==> config.mk <==
export PLATFORM = sky130hd
export DESIGN_NAME = sorted_priority_queue_top
export DESIGN_NICKNAME = d
export VERILOG_FILES = /design/src/design/spq_pkg.sv /design/src/design/spq_cell.sv /design/src/design/sorted_priority_queue_top.sv
export SDC_FILE = /design/constraint.sdc
export NUM_CORES = 2
export LEC_CHECK = 0
export BUFFER_PORTS_ARGS = -buffer_cell sky130_fd_sc_hd__buf_2
export CAP_MARGIN = 20
export CORE_UTILIZATION = 60
export CTS_CLUSTER_SIZE = 28
export DETAILED_ROUTE_END_ITERATION = 8
export PLACE_DENSITY = 0.77
export SLEW_MARGIN = 5
export SYNTH_ARGS = -nofsm -noshare
export SYNTH_HDL_FRONTEND = slang
export SYNTH_SLANG_ARGS = --single-unit
export TNS_END_PERCENT = 20
==> constraint.sdc <==
create_clock -name clk -period 5.15 [get_ports clk]
set_clock_uncertainty 0.2 [all_clocks]
set_input_delay 0.7725 -clock clk [delete_from_list [all_inputs] [get_ports clk]]
set_output_delay 0.7725 -clock clk [all_outputs]
set_load 0.005 [all_outputs]
==> src/design/spq_pkg.sv <==
// ----------------------------------------------------------------------------
// Sorted priority queue package
// Shared types, codes and defaults for the sorted priority queue.
// ----------------------------------------------------------------------------
package spq_pkg;

	localparam int DEPTH_DEF = 16;
	localparam int PRIO_W    = 4;
	localparam int TAG_W     = 32;
	localparam int OCC_W     = 5;

	typedef enum logic {
		OP_ENQ = 1'b0,
		OP_DEQ = 1'b1
	} op_t;

	typedef enum logic [1:0] {
		ST_DONE  = 2'd0,
		ST_FULL  = 2'd1,
		ST_EMPTY = 2'd2
	} status_t;

	typedef struct packed {
		logic [PRIO_W-1:0] prio;
		logic [TAG_W-1:0]  tag;
	} entry_t;

	// per-cell control from the queue controller
	typedef struct packed {
		logic enq;  // insert this cycle (queue not full)
		logic deq;  // remove head this cycle (queue not empty)
		logic occ;  // cell holds a live entry
		logic tail; // cell is the first free slot
	} cell_ctl_t;

endpackage

==> src/design/spq_cell.sv <==
// ----------------------------------------------------------------------------
// Sorted priority queue cell
// One slot of the sorted row: compares, shifts back, shifts forward or loads.
// ----------------------------------------------------------------------------
module spq_cell (
	input  logic                              clk,
	input  spq_pkg::cell_ctl_t                ctl,
	input  logic [spq_pkg::PRIO_W-1:0]        new_prio,
	input  logic [spq_pkg::TAG_W-1:0]         new_tag,
	input  spq_pkg::entry_t                   prev_entry,
	input  logic                              prev_gb,
	input  spq_pkg::entry_t                   next_entry,
	output spq_pkg::entry_t                   entry,
	output logic                              gb
);

	spq_pkg::entry_t entry_q;

	// new entry is more urgent than this one: this one moves back
	assign gb    = ctl.occ && (new_prio < entry_q.prio);
	assign entry = entry_q;

	always_ff @(posedge clk) begin
		if (ctl.enq) begin
			if (prev_gb) begin
				entry_q <= prev_entry;
			end else if (gb || ctl.tail) begin
				entry_q.prio <= new_prio;
				entry_q.tag  <= new_tag;
			end
		end else if (ctl.deq) begin
			entry_q <= next_entry;
		end
	end

endmodule

==> src/design/sorted_priority_queue_top.sv <==
// ----------------------------------------------------------------------------
// Sorted priority queue
// Bounded priority queue held as a sorted row of shifting cells.
// ----------------------------------------------------------------------------
// Takes one request per clock while the result side keeps up; each result
// is registered and appears in the cycle after its request. The row of cells
// allows this: every cell compares the incoming priority with its own entry
// and shifts or loads in the same cycle, so no insert or removal slows down
// with DEPTH. A finished result sits in the output register; in_stall
// rises only while that register is full and out_stall is high. Enqueue puts
// the entry behind all entries of equal priority; dequeue returns the smallest
// priority number, oldest first. Enqueue on a full queue gives status FULL,
// dequeue on an empty queue gives status EMPTY, both leaving the queue as is.
// occupancy is the entry count after the request, kept to its low five bits.
// ----------------------------------------------------------------------------
module sorted_priority_queue_top #(
	parameter int DEPTH = spq_pkg::DEPTH_DEF
) (
	input  logic                           clk,
	input  logic                           arst_n,
	// request channel
	input  logic                           in_valid,
	output logic                           in_stall,
	input  logic                           operation,
	input  logic [spq_pkg::PRIO_W-1:0]     priority_req,
	input  logic [spq_pkg::TAG_W-1:0]      payload,
	// result channel
	output logic                           out_valid,
	input  logic                           out_stall,
	output logic [1:0]                     status,
	output logic [spq_pkg::PRIO_W-1:0]     out_priority,
	output logic [spq_pkg::TAG_W-1:0]      out_payload,
	output logic [spq_pkg::OCC_W-1:0]      occupancy
);

	localparam int CntW = $clog2(DEPTH + 1);

	logic [CntW-1:0]  count_q;
	logic             out_valid_q;
	spq_pkg::status_t status_q;
	logic [spq_pkg::PRIO_W-1:0] prio_q;
	logic [spq_pkg::TAG_W-1:0]  tag_q;

	spq_pkg::entry_t  cell_q [DEPTH];
	logic [DEPTH-1:0] gb;

	logic in_acc;
	logic is_enq;
	logic full;
	logic empty;
	logic do_enq;
	logic do_deq;
	logic [CntW-1:0] count_nxt;
	logic [31:0]     count_ext;

	// hold requests only while a result waits and downstream stalls
	assign in_stall = out_valid_q && out_stall;
	assign in_acc   = in_valid && !in_stall;
	assign is_enq   = (operation == spq_pkg::OP_ENQ);
	assign full     = (count_q == CntW'(DEPTH));
	assign empty    = (count_q == '0);
	assign do_enq   = in_acc && is_enq && !full;
	assign do_deq   = in_acc && !is_enq && !empty;

	always_comb begin
		count_nxt = count_q;
		if (do_enq) begin
			count_nxt = count_q + CntW'(1);
		end else if (do_deq) begin
			count_nxt = count_q - CntW'(1);
		end
	end

	assign count_ext = 32'(count_nxt);

	// row of cells, head at index 0
	for (genvar i = 0; i < DEPTH; i++) begin : g_cell
		spq_pkg::cell_ctl_t ctl;
		spq_pkg::entry_t    prev_e;
		spq_pkg::entry_t    next_e;
		logic               prev_g;

		assign ctl.enq  = do_enq;
		assign ctl.deq  = do_deq;
		assign ctl.occ  = (count_q > CntW'(i));
		assign ctl.tail = (count_q == CntW'(i));

		if (i == 0) begin : g_head
			assign prev_e = '0;
			assign prev_g = 1'b0;
		end else begin : g_mid
			assign prev_e = cell_q[i-1];
			assign prev_g = gb[i-1];
		end

		if (i == DEPTH - 1) begin : g_last
			assign next_e = '0;
		end else begin : g_body
			assign next_e = cell_q[i+1];
		end

		spq_cell u_cell (
			.clk        (clk),
			.ctl        (ctl),
			.new_prio   (priority_req),
			.new_tag    (payload),
			.prev_entry (prev_e),
			.prev_gb    (prev_g),
			.next_entry (next_e),
			.entry      (cell_q[i]),
			.gb         (gb[i])
		);
	end

	// count and result register
	always_ff @(posedge clk or negedge arst_n) begin
		if (!arst_n) begin
			count_q     <= '0;
			out_valid_q <= 1'b0;
			status_q    <= spq_pkg::ST_DONE;
			occupancy   <= '0;
		end else begin
			count_q <= count_nxt;
			if (in_acc) begin
				out_valid_q <= 1'b1;
				occupancy   <= count_ext[spq_pkg::OCC_W-1:0];
				if (is_enq) begin
					status_q <= full ? spq_pkg::ST_FULL : spq_pkg::ST_DONE;
				end else begin
					status_q <= empty ? spq_pkg::ST_EMPTY : spq_pkg::ST_DONE;
				end
			end else if (!out_stall) begin
				out_valid_q <= 1'b0;
			end
		end
	end

	// dequeued entry, zero for everything else
	always_ff @(posedge clk) begin
		if (in_acc) begin
			if (do_deq) begin
				prio_q <= cell_q[0].prio;
				tag_q  <= cell_q[0].tag;
			end else begin
				prio_q <= '0;
				tag_q  <= '0;
			end
		end
	end

	assign out_valid    = out_valid_q;
	assign status       = status_q;
	assign out_priority = prio_q;
	assign out_payload  = tag_q;

	// count stays within the row
	a_count_range: assert property (@(posedge clk) disable iff (!arst_n)
		count_q <= CntW'(DEPTH))
		else $error("entry count beyond DEPTH");

	// rejected enqueue reports full on the next result
	a_full_status: assert property (@(posedge clk) disable iff (!arst_n)
		in_acc && is_enq && full |=> out_valid && status == spq_pkg::ST_FULL)
		else $error("full enqueue not reported");

	// successful dequeue drops the count by one
	a_deq_count: assert property (@(posedge clk) disable iff (!arst_n)
		do_deq |=> count_q == $past(count_q) - CntW'(1))
		else $error("dequeue count mismatch");

	// head is never less urgent than its neighbor
	a_sorted_head: assert property (@(posedge clk) disable iff (!arst_n)
		count_q >= CntW'(2) |-> cell_q[0].prio <= cell_q[1].prio)
		else $error("head out of order");

endmodule
# After elaboration in Yosys (flattened, before gate mapping)
# Index checks and enable logic that the tools add are counted.
# W data, S select, Z words.
# totals
register_bits	625
latch_bits	0
ram_bits	0
romBits	0
in_bits	41
output_inout_bits	45
word_cells	235
n_memories	0
# op_classes
addsub	2
mul	0
div_mod_pow	0
n_lt_le_gt_ge	32
eq_ne	33
shifts	0
n_mux	70
bitwise_logic	1
n_reduce_logical	59
# op_table
operator	count
$mux W36	63
$lt A4 B4 Y1	16
$ne A3 B1 Y1 const B	15
$eq A5 B4 Y1 const B	8
$gt A5 B4 Y1 const B	8
$reduce_and A2 Y1	16
$logic_and A1 B1 Y1	22
$eq A5 B3 Y1 const B	4
$gt A5 B3 Y1 const B	4
$logic_or A1 B1 Y1	16
$eq A5 B2 Y1 const B	2
$gt A5 B1 Y1 const B	2
$gt A5 B2 Y1 const B	2
$mux W5	2
$add A5 B1 Y5 const B	1
$eq A5 B1 Y1 const B	1
$eq A5 B5 Y1 const B	1
$logic_not A5 Y1	1
$sub A5 B1 Y5 const B	1
$mux W2	2
$ne A2 B1 Y1 const B	2
$logic_not A1 Y1	3
$mux W1	3
$reduce_bool A2 Y1	1
$not A1 Y1	1

# Depth between registers and ports, before layout
# logic_depth
ltp_word	7
depth_mapped	11
mapped_depth_nobuf	7

# Modules after synthesis
# Synthesis repeated with hierarchy kept, for this count alone.
# unflattened
hier_cells	2918
area_unflattened_um2	33369.5
# by_module_without_submodules
module	n_inst	cells_per_inst	area_per_inst_um2	seq_area_each_um2
spq_cell	16	169	1934.4	1081.0
sorted_priority_queue_top	1	214	2419.8	1406.3

# Worst setup path before layout
# OpenSTA, ideal clock, no wires.
# synth_path
path_type	reg2reg
from	reg count_q[1]
to	reg g_cell[9].u_cell.entry_q, in the netlist g_cell[9].u_cell.entry[0], enable pin
setup_time_ns	0.451
t_arrival_ns	3.943
required_ns	4.499
path_slack_ns	0.556
stages_incl_launch_ff	11
n_path_buf	3
period_less_slack_ns	4.594
path_cell_list	dfrtp_1 buf_2 inv_1 ha_1 nor3b_2 a21oi_2 nand2_2 buf_4 buf_2 nor2_1 a31oi_1
# synth_via
elab_chain_cells	5
word_cells_on_any_way	15
cone_classes	order compare: 2; eq/ne: 3; reduce/logical: 10
# synth_rtl
element	line_no	source
start, declared	sorted_priority_queue_top.sv:38	logic [CntW-1:0] count_q;
start signal, assigned	sorted_priority_queue_top.sv:123	count_q <= count_nxt;
$gt A5 B4 Y1, or another cell as far along	sorted_priority_queue_top.sv:85	assign ctl.occ = (count_q > CntW'(i));
$logic_and A1 B1 Y1, or another cell as far along	spq_cell.sv:20	assign gb = ctl.occ && (new_prio < entry_q.prio);
$logic_or A1 B1 Y1, or another cell as far along	spq_cell.sv:27	end else if (gb || ctl.tail) begin
$ne A3 B1 Y1 (no line) / $reduce_bool A2 Y1 (equally long branches)	n/a	
$reduce_and A2 Y1 (no line) (*)	n/a	
end signal, assigned	spq_cell.sv:26	entry_q <= prev_entry;
end signal, assigned	spq_cell.sv:32	entry_q <= next_entry;
end, declared	spq_cell.sv:17	spq_pkg::entry_t entry_q;
# Mark *: on every way between the ends. The rest lies on a longest branch, timed or not.
# A chain may end at the register's enable or synchronous reset.

# Worst setup path after layout
# layout_path
from	reg count_q[1]
to	reg g_cell[9].u_cell.entry_q, in the netlist g_cell[9].u_cell.entry[22], enable pin
# The elaborated chain is that of the path after synthesis.

==> summary.txt <==
Outcome
  – Status: finished clean

Power
  – Sw frac: 0.353
  – VDD IR max: 0.328 mV
  – P_sw: 5.90 mW
  – PD cells: 484 mW/mm^2
  – Int Pwr: 10.8 mW
  – Clock share of power: 0.278
  – Comb pwr share: 0.284
  – LEAKAGE: 12.8 nW
  – Reg power frac: 0.438

Die
  – Ports: 86
  – Die H: 232 um
  – Initial Util: 0.612
  – Die width: 232 um
  – Die area: 0.0537 mm^2
  – Core area: 0.0517 mm^2
  – Std cell rows: 83

Global routing
  – Pin count of the biggest net entering global routing: 201
  – Initial antenna violation count: 2
  – Grt total ovfl: 0
  – GR Util All Layers: 0.316
  – First-pass GRT wire length: 132 mm
  – Vias in the first global route: 22,666

Place
  – Routability cong.: 0.921
  – PortBufs: 85
  – DPL Wire Length: 53.2 mm
  – Placed cells: 3,489
  – Area after DPL: 0.0325 mm^2

Yosys
  – Adder-Cell Fraction of Synth Area: 0.0213
  – Top_reg_cell synth: edfxtp_1
  – Post-synthesis register bit count: 625
  – Seq/Total Area, Yosys: 0.591
  – Post-synthesis compound-gate area fraction: 0.143
  – Post-Syn Area: 0.0317 mm^2
  – Synthesized area per cell: 10.7 um^2
  – Ys Warns: 0
  – Post-synthesis mux area share: 0.0345
  – Asr flop ratio synth: 0.0208
  – Yosys cell types: 49
  – Number of synthesized flops with an enable pin: 612
  – Main combinational cell family by area after synthesis: simple AND/OR/NAND/NOR gates
  – Simple-gate share of the synthesized area: 0.159
  – Gate Count Post-Synth: 2,946
  – Synthesized Nets: 3,041
  – Post-synthesis xor/xnor area fraction: 0.00111

Setup path
  – Critical path buffers and inverters: 2
  – CP max FO: 100
  – Critical Path AT: 4.11 ns
  – Worst path required time: 5.21 ns
  – Highest-delay cell along the critical path: nand2_8
  – Startpoint Class: register
  – Setup crit end kind: register
  – Worst reg2reg startpoint: count_q[1]
  – Critical Path, Cell by Cell: inv_1 -> ha_1 -> nor3b_2 -> a21oi_2 -> nand2_8 -> nor2_1 -> a31oi_4 -> buf_4
  – Worst setup startpoint: count_q[1]
  – CP top delay family: simple AND/OR/NAND/NOR gates
  – Slowest Stage Delay on Critical Path: 0.52 ns
  – CP Class: register to register

Clock tree
  – Htree depth: 3
  – Worst-Skew Late Latency: 0.62 ns
  – Max clock buf depth: 3
  – CTS Root Cell: clkbuf_16
  – Reg clk slew, reported paths: 0.06 ns
  – CTS tree: yes
  – Total CTS buffers: 66
  – Resize count post-CTS: 0
  – Clock Sinks: 625
  – Hold_buf cts: 1
  – Post-CTS Setup Repair Bufs: 0

Hold path
  – Worst Hold Class: input pin to register
  – Hold_sp: in_valid

Timing
  – Final min period: 4.06 ns
  – Setup violators final: 0
  – Worst slew pin tran: 0.978 ns
  – Max-slew headroom: 0.345
  – Final period util: 0.787
  – Max Fclk: 247 MHz
  – Endpoints failing hold: 0
  – RSZ-0062 raised after global routing: no
  – Slew Viols, Final: 0
  – Setup total negative slack: 0 ns

Final layout
  – Nets: 2,973
  – Share of layout cells above drive strength 1: 0.0924
  – Non-filler cells, final: 3,604
  – Final Cell Area: 0.0345 mm^2
  – P&R area growth vs syn: 9.15%
  – FILL cells: 3,836
  – Most common cell after layout, fill and taps aside: edfxtp_1
  – Most frequent cells in the layout: edfxtp_1, nand2_1, o211ai_1

Routing
  – Drt first pass iters: 6
  – Antenna Violating Nets Remaining: 0
  – Starting DRT DRC Count: 3,726
  – Routed WL: 84.1 mm
  – Residual DRC: 0
  – Via/cell ratio: 6.75
  – Post-DR wirelength/cell: 23.3 um
  – Vias: 24,319

Job
  – Max-Cap Viols: 0
sequential cells by signal (all words and copies together) (netlist names):
signal / cells
count_q: 5
g_cell.u_cell.entry: 576
occupancy: 5
out_payload: 32
out_priority: 4
out_valid: 1
status: 2
through the flow:
step	hold slack [ns]	utilization	worst slack (ns)	power, mW
floorplan	0.263	-	0.556	10.5
finish	0.198	0.668	1.09	16.7
global route	0.197	0.668	0.853	17.4
global placement	0.249	0.628	1.36	11.9
CTS	0.170	0.668	1.19	16.7
detailed placement	0.267	0.628	1.21	12.0
layer usage:
metal | up-vias | GRT usage | share of wire
met5 | - | 0 | 0.00015
met4 | 2 | 0.0944 | 0.019
met3 | 111 | 0.0700 | 0.13
met2 | 1624 | 0.453 | 0.44
met1 | 11715 | 0.479 | 0.42
li1 | 10867 | - | -
worst paths after layout:
| check | end | slack [ns] | cells after the start |
|---|---|---|---|
| max in group asynchronous | count_q[2] | 4.08 | 2 |
| min reg2reg | occupancy[0] | 0.28 | 2 |
| min in group asynchronous | status[1] | 0.42 | 2 |
| max | g_cell[9].u_cell.entry[22] | 1.09 | 8 |
| min | out_valid | 0.20 | 2 |
| max reg2reg | g_cell[9].u_cell.entry[22] | 1.09 | 8 |
power groups by stage:
stage | clock network (mW) | registers, mW | logic [mW]
after floorplan | 0 | 7.18 | 3.34
after global placement | 0 | 7.35 | 4.52
after detailed placement | 0 | 7.38 | 4.65
after CTS | 4.70 | 7.29 | 4.68
after global routing | 4.87 | 7.40 | 5.11
final | 4.65 | 7.32 | 4.75
cell families after synthesis:
| family | after synthesis |
|---|---|
| AO/OA/AOI/OAI | 660 |
| buffers and inverters | 345 |
| XOR/XNOR | 4 |
| multiplexers | 109 |
| flip-flops | 625 |
| AND/OR/NAND/NOR | 1149 |
| adder cells (fa/ha/maj) | 54 |
Yosys cell counts (7+ instances only):
library cell | number | area [um^2]
a211oi_1 | 13 | 97.6
a21oi_1 | 93 | 465
a31oi_1 | 17 | 106
and2_1 | 35 | 219
buf_1 | 24 | 90.1
buf_2 | 171 | 856
buf_4 | 9 | 67.6
clkbuf_1 | 77 | 289
dfrtp_1 | 13 | 325
edfxtp_1 | 612 | 18400
ha_1 | 54 | 676
inv_1 | 60 | 225
mux2i_1 | 109 | 1090
nand2_1 | 600 | 2250
nand2b_1 | 16 | 100
nand3_1 | 362 | 1810
nand4_1 | 36 | 225
nor2_1 | 88 | 330
o211ai_1 | 366 | 2750
o21a_1 | 7 | 52.6
o21ai_0 | 101 | 505
o221ai_1 | 35 | 307
cell type report:
cell class | count | area (um^2) | area share
repair buffers | 149 | 991 | 0.0287
diodes | 2 | 5.00 | 0.000145
clock inverters | 26 | 297 | 0.00858
clock buffers | 86 | 1760 | 0.0509
inverters | 60 | 225 | 0.00652
flip-flops and latches | 625 | 18700 | 0.541
multi-input cells | 1976 | 11700 | 0.339
well taps | 680 | 851 | 0.0246
Note: power is estimated with default switching activity, not from simulation.
